File: src/bounded_list_insert_delete_member_top_defines.svh
// Assertion macros for the bounded list RTL.
`ifndef BOUNDED_LIST_INSERT_DELETE_MEMBER_TOP_DEFINES_SVH
`define BOUNDED_LIST_INSERT_DELETE_MEMBER_TOP_DEFINES_SVH

// Same-cycle implication, checked on every rising edge outside reset.
`define BLIST_ASSERT_NOW(label, ante, cons) \
  label: assert property (@(posedge clk) disable iff (rst) (ante) |-> (cons)) \
    else $error("bounded list check failed");

// Next-cycle implication, checked on every rising edge outside reset.
`define BLIST_ASSERT_NEXT(label, ante, cons) \
  label: assert property (@(posedge clk) disable iff (rst) (ante) |=> (cons)) \
    else $error("bounded list check failed");

`endif

File: src/blist_pkg.sv
// Package with the sizes, codes and cell command type of the bounded list.
package blist_pkg;

  // Number of entries the list can hold.
  localparam int CAPACITY = 8;

  // Count width must hold CAPACITY itself.
  localparam int CNT_W = $clog2(CAPACITY + 1);
  localparam int FILL_W = 4;
  localparam int VAL_W = 32;

  localparam logic [CNT_W-1:0] CAP_CNT = CNT_W'(CAPACITY);

  // Request codes.
  localparam logic [1:0] OP_INSERT = 2'd0;
  localparam logic [1:0] OP_DELETE = 2'd1;
  localparam logic [1:0] OP_MEMBER = 2'd2;
  localparam logic [1:0] OP_CLEAR  = 2'd3;

  // Result status codes.
  localparam logic [1:0] ST_OK       = 2'd0;
  localparam logic [1:0] ST_FULL     = 2'd1;
  localparam logic [1:0] ST_EMPTY    = 2'd2;
  localparam logic [1:0] ST_NOTFOUND = 2'd3;

  // Command broadcast to every cell of the row.
  typedef struct packed {
    logic signed [VAL_W-1:0] value;
    logic [CNT_W-1:0]        count;
    logic                    insert_en;
    logic                    delete_en;
  } cell_cmd_t;

endpackage

File: src/blist_cell.sv
// One storage cell of the list: holds an entry, compares it and shifts it.
module blist_cell (
  input  logic                              clk,
  input  logic [blist_pkg::CNT_W-1:0]       idx,
  input  blist_pkg::cell_cmd_t              cmd,
  input  logic                              hit_in,
  input  logic signed [blist_pkg::VAL_W-1:0] next_entry,
  output logic                              hit_out,
  output logic signed [blist_pkg::VAL_W-1:0] entry
);
  import blist_pkg::*;

  logic live;
  logic match;

  // Only cells below the fill count take part in the search.
  assign live    = idx < cmd.count;
  assign match   = live && (entry == cmd.value);
  // The hit travels up the row: set from the first match onward.
  assign hit_out = hit_in | match;

  // Append lands in the first free cell; delete pulls the upper neighbor down
  // into every cell at or above the first match.
  always_ff @(posedge clk) begin
    if (cmd.insert_en && (idx == cmd.count)) begin
      entry <= cmd.value;
    end else if (cmd.delete_en && hit_out) begin
      entry <= next_entry;
    end
  end

endmodule

File: src/bounded_list_insert_delete_member_top.sv
// The result of an item is registered and shows in the cycle after acceptance.
// Throughput: one item per cycle while the output is not stalled, limited by the match chain across the cell row.
// Every cell compares in parallel; the first-match flag ripples through CAPACITY cells.
// Reset clears the fill count and the output valid; stored entries keep their contents.
// An output register lets a new item in while the previous result is taken.
`include "bounded_list_insert_delete_member_top_defines.svh"

module bounded_list_insert_delete_member_top (
  input  logic                               clk,
  input  logic                               rst,
  input  logic                               in_valid,
  output logic                               in_stall,
  input  logic [1:0]                         opcode,
  input  logic signed [blist_pkg::VAL_W-1:0] value,
  output logic                               out_valid,
  input  logic                               out_stall,
  output logic [1:0]                         status,
  output logic                               found,
  output logic [blist_pkg::FILL_W-1:0]       fill_count
);
  import blist_pkg::*;

  logic                    accept;
  logic [CNT_W-1:0]        count;
  logic [CNT_W-1:0]        count_next;
  logic [1:0]              status_next;
  logic                    found_next;
  logic                    present;
  logic                    full;
  logic                    empty;
  cell_cmd_t               cmd;
  logic                    hit [CAPACITY+1];
  logic signed [VAL_W-1:0] ent [CAPACITY];

  // Input is held off only while a result waits and is itself stalled.
  assign in_stall = out_valid && out_stall;
  assign accept   = in_valid && !in_stall;
  assign full     = (count == CAP_CNT);
  assign empty    = (count == '0);

  // Command broadcast to the cell row.
  always_comb begin
    cmd.value     = value;
    cmd.count     = count;
    cmd.insert_en = accept && (opcode == OP_INSERT) && !full;
    cmd.delete_en = accept && (opcode == OP_DELETE);
  end

  // Row of cells, each linked to its upper neighbor.
  assign hit[0] = 1'b0;
  for (genvar i = 0; i < CAPACITY; i++) begin : g_cell
    logic signed [VAL_W-1:0] upper;
    if (i == CAPACITY - 1) begin : g_top
      assign upper = ent[i];
    end else begin : g_mid
      assign upper = ent[i+1];
    end
    blist_cell u_cell (
      .clk        (clk),
      .idx        (CNT_W'(i)),
      .cmd        (cmd),
      .hit_in     (hit[i]),
      .next_entry (upper),
      .hit_out    (hit[i+1]),
      .entry      (ent[i])
    );
  end

  assign present = hit[CAPACITY];

  // Status, found flag and new fill count for the request.
  always_comb begin
    count_next  = count;
    status_next = ST_OK;
    found_next  = present;
    unique case (opcode)
      OP_INSERT: begin
        if (full) begin
          status_next = ST_FULL;
        end else begin
          count_next = count + CNT_W'(1);
        end
      end
      OP_DELETE: begin
        if (empty) begin
          status_next = ST_EMPTY;
        end else if (!present) begin
          status_next = ST_NOTFOUND;
        end else begin
          count_next = count - CNT_W'(1);
        end
      end
      OP_MEMBER: begin
        status_next = present ? ST_OK : ST_NOTFOUND;
      end
      default: begin
        count_next = '0;
        found_next = 1'b0;
      end
    endcase
  end

  // Fill count and result register.
  always_ff @(posedge clk) begin
    if (rst) begin
      count     <= '0;
      out_valid <= 1'b0;
    end else begin
      if (accept) begin
        count     <= count_next;
        out_valid <= 1'b1;
      end else if (!out_stall) begin
        out_valid <= 1'b0;
      end
    end
    if (accept) begin
      status     <= status_next;
      found      <= found_next;
      fill_count <= FILL_W'(count_next);
    end
  end

  `BLIST_ASSERT_NOW(a_count_bound, 1'b1, count <= CAP_CNT)
  `BLIST_ASSERT_NEXT(a_full_insert, accept && (opcode == OP_INSERT) && full,
                     (status == ST_FULL) && $stable(count))
  `BLIST_ASSERT_NEXT(a_clear, accept && (opcode == OP_CLEAR),
                     (count == '0) && !found && (status == ST_OK))
  `BLIST_ASSERT_NEXT(a_delete_hit, accept && (opcode == OP_DELETE) && present,
                     (status == ST_OK) && (count == $past(count) - CNT_W'(1)))

endmodule
File: config.mk
export PLATFORM = sky130hd
export DESIGN_NAME = bounded_list_insert_delete_member_top
export DESIGN_NICKNAME = d
export VERILOG_FILES = /design/src/blist_pkg.sv /design/src/blist_cell.sv /design/src/bounded_list_insert_delete_member_top.sv
export VERILOG_INCLUDE_DIRS = /design/src /design/src/src
export SDC_FILE = /design/constraint.sdc
export NUM_CORES = 1
export LEC_CHECK = 0
export BUFFER_PORTS_ARGS = -buffer_cell sky130_fd_sc_hd__buf_4
export CAP_MARGIN = 20
export CELL_PAD_IN_SITES_DETAIL_PLACEMENT = 1
export CELL_PAD_IN_SITES_GLOBAL_PLACEMENT = 2
export CORE_UTILIZATION = 40
export CTS_CLUSTER_DIAMETER = 30
export DETAILED_ROUTE_END_ITERATION = 7
export PLACE_DENSITY = 0.8
export SETUP_SLACK_MARGIN = 0.15
export SKIP_CTS_REPAIR_TIMING = 1
export SLEW_MARGIN = 20
export SYNTH_ARGS = -nofsm -noshare
export SYNTH_HDL_FRONTEND = slang
export SYNTH_SLANG_ARGS = --single-unit
File: constraint.sdc
create_clock -name clk -period 7.05 [get_ports clk]
set_input_delay 0.3525 -clock clk [delete_from_list [all_inputs] [get_ports clk]]
set_output_delay 0.3525 -clock clk [all_outputs]
set_load 0.05 [all_outputs]
==> impl_metrics.py <==
metrics = {
    "timing": {
        "final-setup-viol-count": 0,
        "finalHoldViolCount": 0,
        "max_slew_margin_pct": 30.8,
        "finalCritPeriodShare_pct": 59.5,
        "max_freq_mhz": 239,
        "tns_ps": 0,
        "worst_pin_slew_ps": 1030,
        "slew_violations": 0,
        "rsz0062_at_grt": "false",
        "whs_ps": 30.2,
        "clock-skew-final_ps": 21.6,
        "fin_crit_ps": 4190,
    },
    "placed_design": {
        "detailed_place_hpwl_mm": 25.7,
        "numPortBuffers": 46,
        "gp_congestion": 0.806,
        "dp_cells": 1476,
    },
    "synthesis": {
        "synth.distinct_cells": 53,
        "syn-num-nets": 1105,
        "synth_edf_count": 263,
        "ys_seq_area_share_pct": 55.1,
        "yosysWarnings": 0,
        "synth_area_um2": 14500,
        "ys_ff_latch": 268,
        "synth_flop_cell": "edfxtp_1",
        "netlist_instances": 1063,
        "synthArstFlopShare_pct": 0,
        "avgSynthCellArea_um2": 13.7,
    },
    "finish": {
        "multi_input_area_um2": 6070,
        "antenna_cells": 0,
        "fin_util_pct": 48.6,
        "nets": 1127,
        "seqCellArea_um2": 8000,
        "drive_gt1_share_pct": 32.5,
        "stdcell_count": 1598,
        "syn2layout_area_growth_pct": 19.2,
        "fillers": 3517,
    },
    "clocking": {
        "clockRootBuffer": "clkbuf_16",
        "path_clk_slew_ps": 40,
        "htreeDepth": 3,
        "cts_max_path_buffers": 3,
        "cts_buffers": 68,
        "clock_sinks": 268,
        "clkLatencyLatePin_ps": 570,
        "cts_tree": "built",
    },
    "die": {
        "die_width_um": 193,
        "num_rows": 69,
        "top_level_ports": 47,
        "die_h_um": 193,
        "initial_core_util_pct": 40.7,
        "design.die.area_um2": 37100,
        "coreArea_um2": 35700,
    },
    "setup_path": {
        "critical_path_buf_inv_count": 1,
        "crit_chain": "inv_1 -> ha_1 -> and3_1 -> nor4_2 -> and3_1 -> nand3_2 -> o21ai_4",
        "r2r_slack_ps": 2860,
        "startpoint_type": "flip-flop",
        "cpLargestDelayFamily": "simple AND/OR/NAND/NOR gates",
        "cp.required_ps": 7220,
        "end_kind": "flip-flop",
        "path_max_fanout": 34,
        "worstPathArrival_ps": 4360,
        "crit_type": "flip-flop to flip-flop",
        "crit_top_cell": "and3_1",
        "cp_slowest_cell": "o21ai_4",
        "slowest_delay_ps": 720,
    },
    "route": {
        "antenna_left": 0,
        "viasPerCell": 5.30,
        "drcViolationCount": 4,
        "num_vias": 8466,
        "wl_per_cell_um": 22.9,
        "dr.pass1.iters": 6,
        "drtIter0Drc": 619,
        "totalWireLength_mm": 36.6,
    },
    "power": {
        "peakVddDrop_mv": 0.194,
        "swShare_pct": 22.3,
        "intPower_mw": 3.94,
        "power_frac_comb_pct": 4.7,
        "p_per_area_nw_per_um2": 292,
        "p_total_mw": 5.06,
        "seq_power_share_pct": 34.6,
        "power.switching_mw": 1.13,
        "p_leak_nw": 5.71,
        "clockPowerShare_pct": 60.7,
    },
    "global_route": {
        "grt_pass1_wl_mm": 56.0,
        "first_global_vias": 9182,
        "track_usage_pct": 20.4,
        "antenna_found_initial": 0,
        "grt_max_degree": 35,
        "grt_remaining_overflow": 0,
    },
    "status": {
        "violations": "design-rule violations",
        "outcome": "finished with violations",
    },
    "flow_run": {
        "drv_cap": 0,
    },
    "worst_hold_path": {
        "hold_path_class": "primary input to flip-flop",
    },
}
-- power by group through the flow --
| stage | combinational (mW) | clock (mW) | sequential (mW) |
|---|---|---|---|
| after detailed placement | 0.239 | 0 | 1.78 |
| after global placement | 0.233 | 0 | 1.78 |
| final | 0.238 | 3.07 | 1.75 |
| after global routing | 0.256 | 3.19 | 1.75 |
| after floorplan | 0.159 | 0 | 1.79 |
| after CTS | 0.241 | 3.11 | 1.75 |
-- placed cells by master (no fill, tap or decap), types with 3 or more instances in the layout --
master      count
dfxtp_1         5
clkbuf_16      68
nor3_1         10
edfxtp_1      263
nor2_1         17
ha_1            4
xor2_1         69
nand2b_1        3
o21ai_0        12
bufinv_16       9
mux2_1         18
inv_1           9
and3_1          3
nand3_2         4
nand4_1        48
clkbuf_1       12
buf_4          48
nor4_1         25
nand2_1        19
clkinvlp_4      8
clkinv_8        3
a21oi_1        12
clkinv_1        7
nand3_1        12
mux2_2        199
o21ai_4         6
xnor2_1       187
a31oi_1         3
clkinv_2        9
-- cells by family after synthesis --
family          synth area share, %
compound gates                 2.13
xor+xnor                       15.4
fa+ha+maj                     0.345
buf+inv                        3.78
flops                          55.1
mux                            16.9
simple gates                   6.37
-- worst paths after layout --
check,startpoint,end,cells past startpoint
worst max-delay path,count[1],g_cell[5].u_cell.entry[28],7
worst min-delay path,in_valid,out_valid,3
worst max register to register,count[1],g_cell[5].u_cell.entry[28],7
worst min register to register,g_cell[4].u_cell.entry[9],g_cell[3].u_cell.entry[9],2
-- cells in the mapped netlist, types with 3 or more instances --
master	n	area share, %
buf_4	3	0.16
nor2_1	17	0.44
o21ai_0	19	0.65
nor4_1	25	1.1
nand2b_1	3	0.13
inv_1	9	0.23
a21oi_1	12	0.41
nand2_1	19	0.49
nand4_1	48	2.1
mux2_2	199	15
buf_6	9	0.70
and3_1	4	0.17
a31oi_1	3	0.13
buf_1	6	0.16
buf_2	58	2.0
ha_1	4	0.34
xnor2_1	187	11
nor3_1	10	0.34
dfxtp_1	5	0.69
xor2_1	69	4.2
nand3_1	15	0.52
clkbuf_1	20	0.52
edfxtp_1	263	54
mux2_1	18	1.4
-- per-stage QoR --
stage,worst slack (ps),instance area [µm²]
after floorplan,2180,14500
after global placement,3010,15000
after detailed placement,2850,15000
after CTS,2830,17300
after global routing,2420,17300
final,2860,17300
-- routing by layer --
metal | routed length [µm] | up-vias | part of all wire, % | global-route usage (%)
li1 | - | 3991 | - | -
met1 | 16600 | 4254 | 45 | 26.4
met2 | 17700 | 160 | 48 | 33.7
met3 | 1130 | 61 | 3.1 | 3.33
met4 | 1150 | 0 | 3.1 | 8.57
met5 | 0 | - | 0 | 0
-- worst reg2reg max path, stage by stage (launching register included) --
cell and delay, ps:
dfxtp_1 560, inv_1 200, ha_1 380, and3_1 310, nor4_2 530, and3_1 370
nand3_2 690, o21ai_4 740
-- flip-flops by register name, summed over array words and instances (netlist names) --
name	count
status	2
found	1
out_valid	1
count	4
g_cell.u_cell.entry	256
fill_count	4
-- area by class of cell --
type | count | share of cell area (%)
Clock inverter | 42 | 3.04
Sequential cell | 268 | 46.2
Clock buffer | 80 | 10.1
Tap cell | 461 | 3.33
Multi-Input combinational cell | 689 | 35.1
Inverter | 10 | 0.217
Timing Repair Buffer | 48 | 2.08
Power figures use the tool's default switching activity.
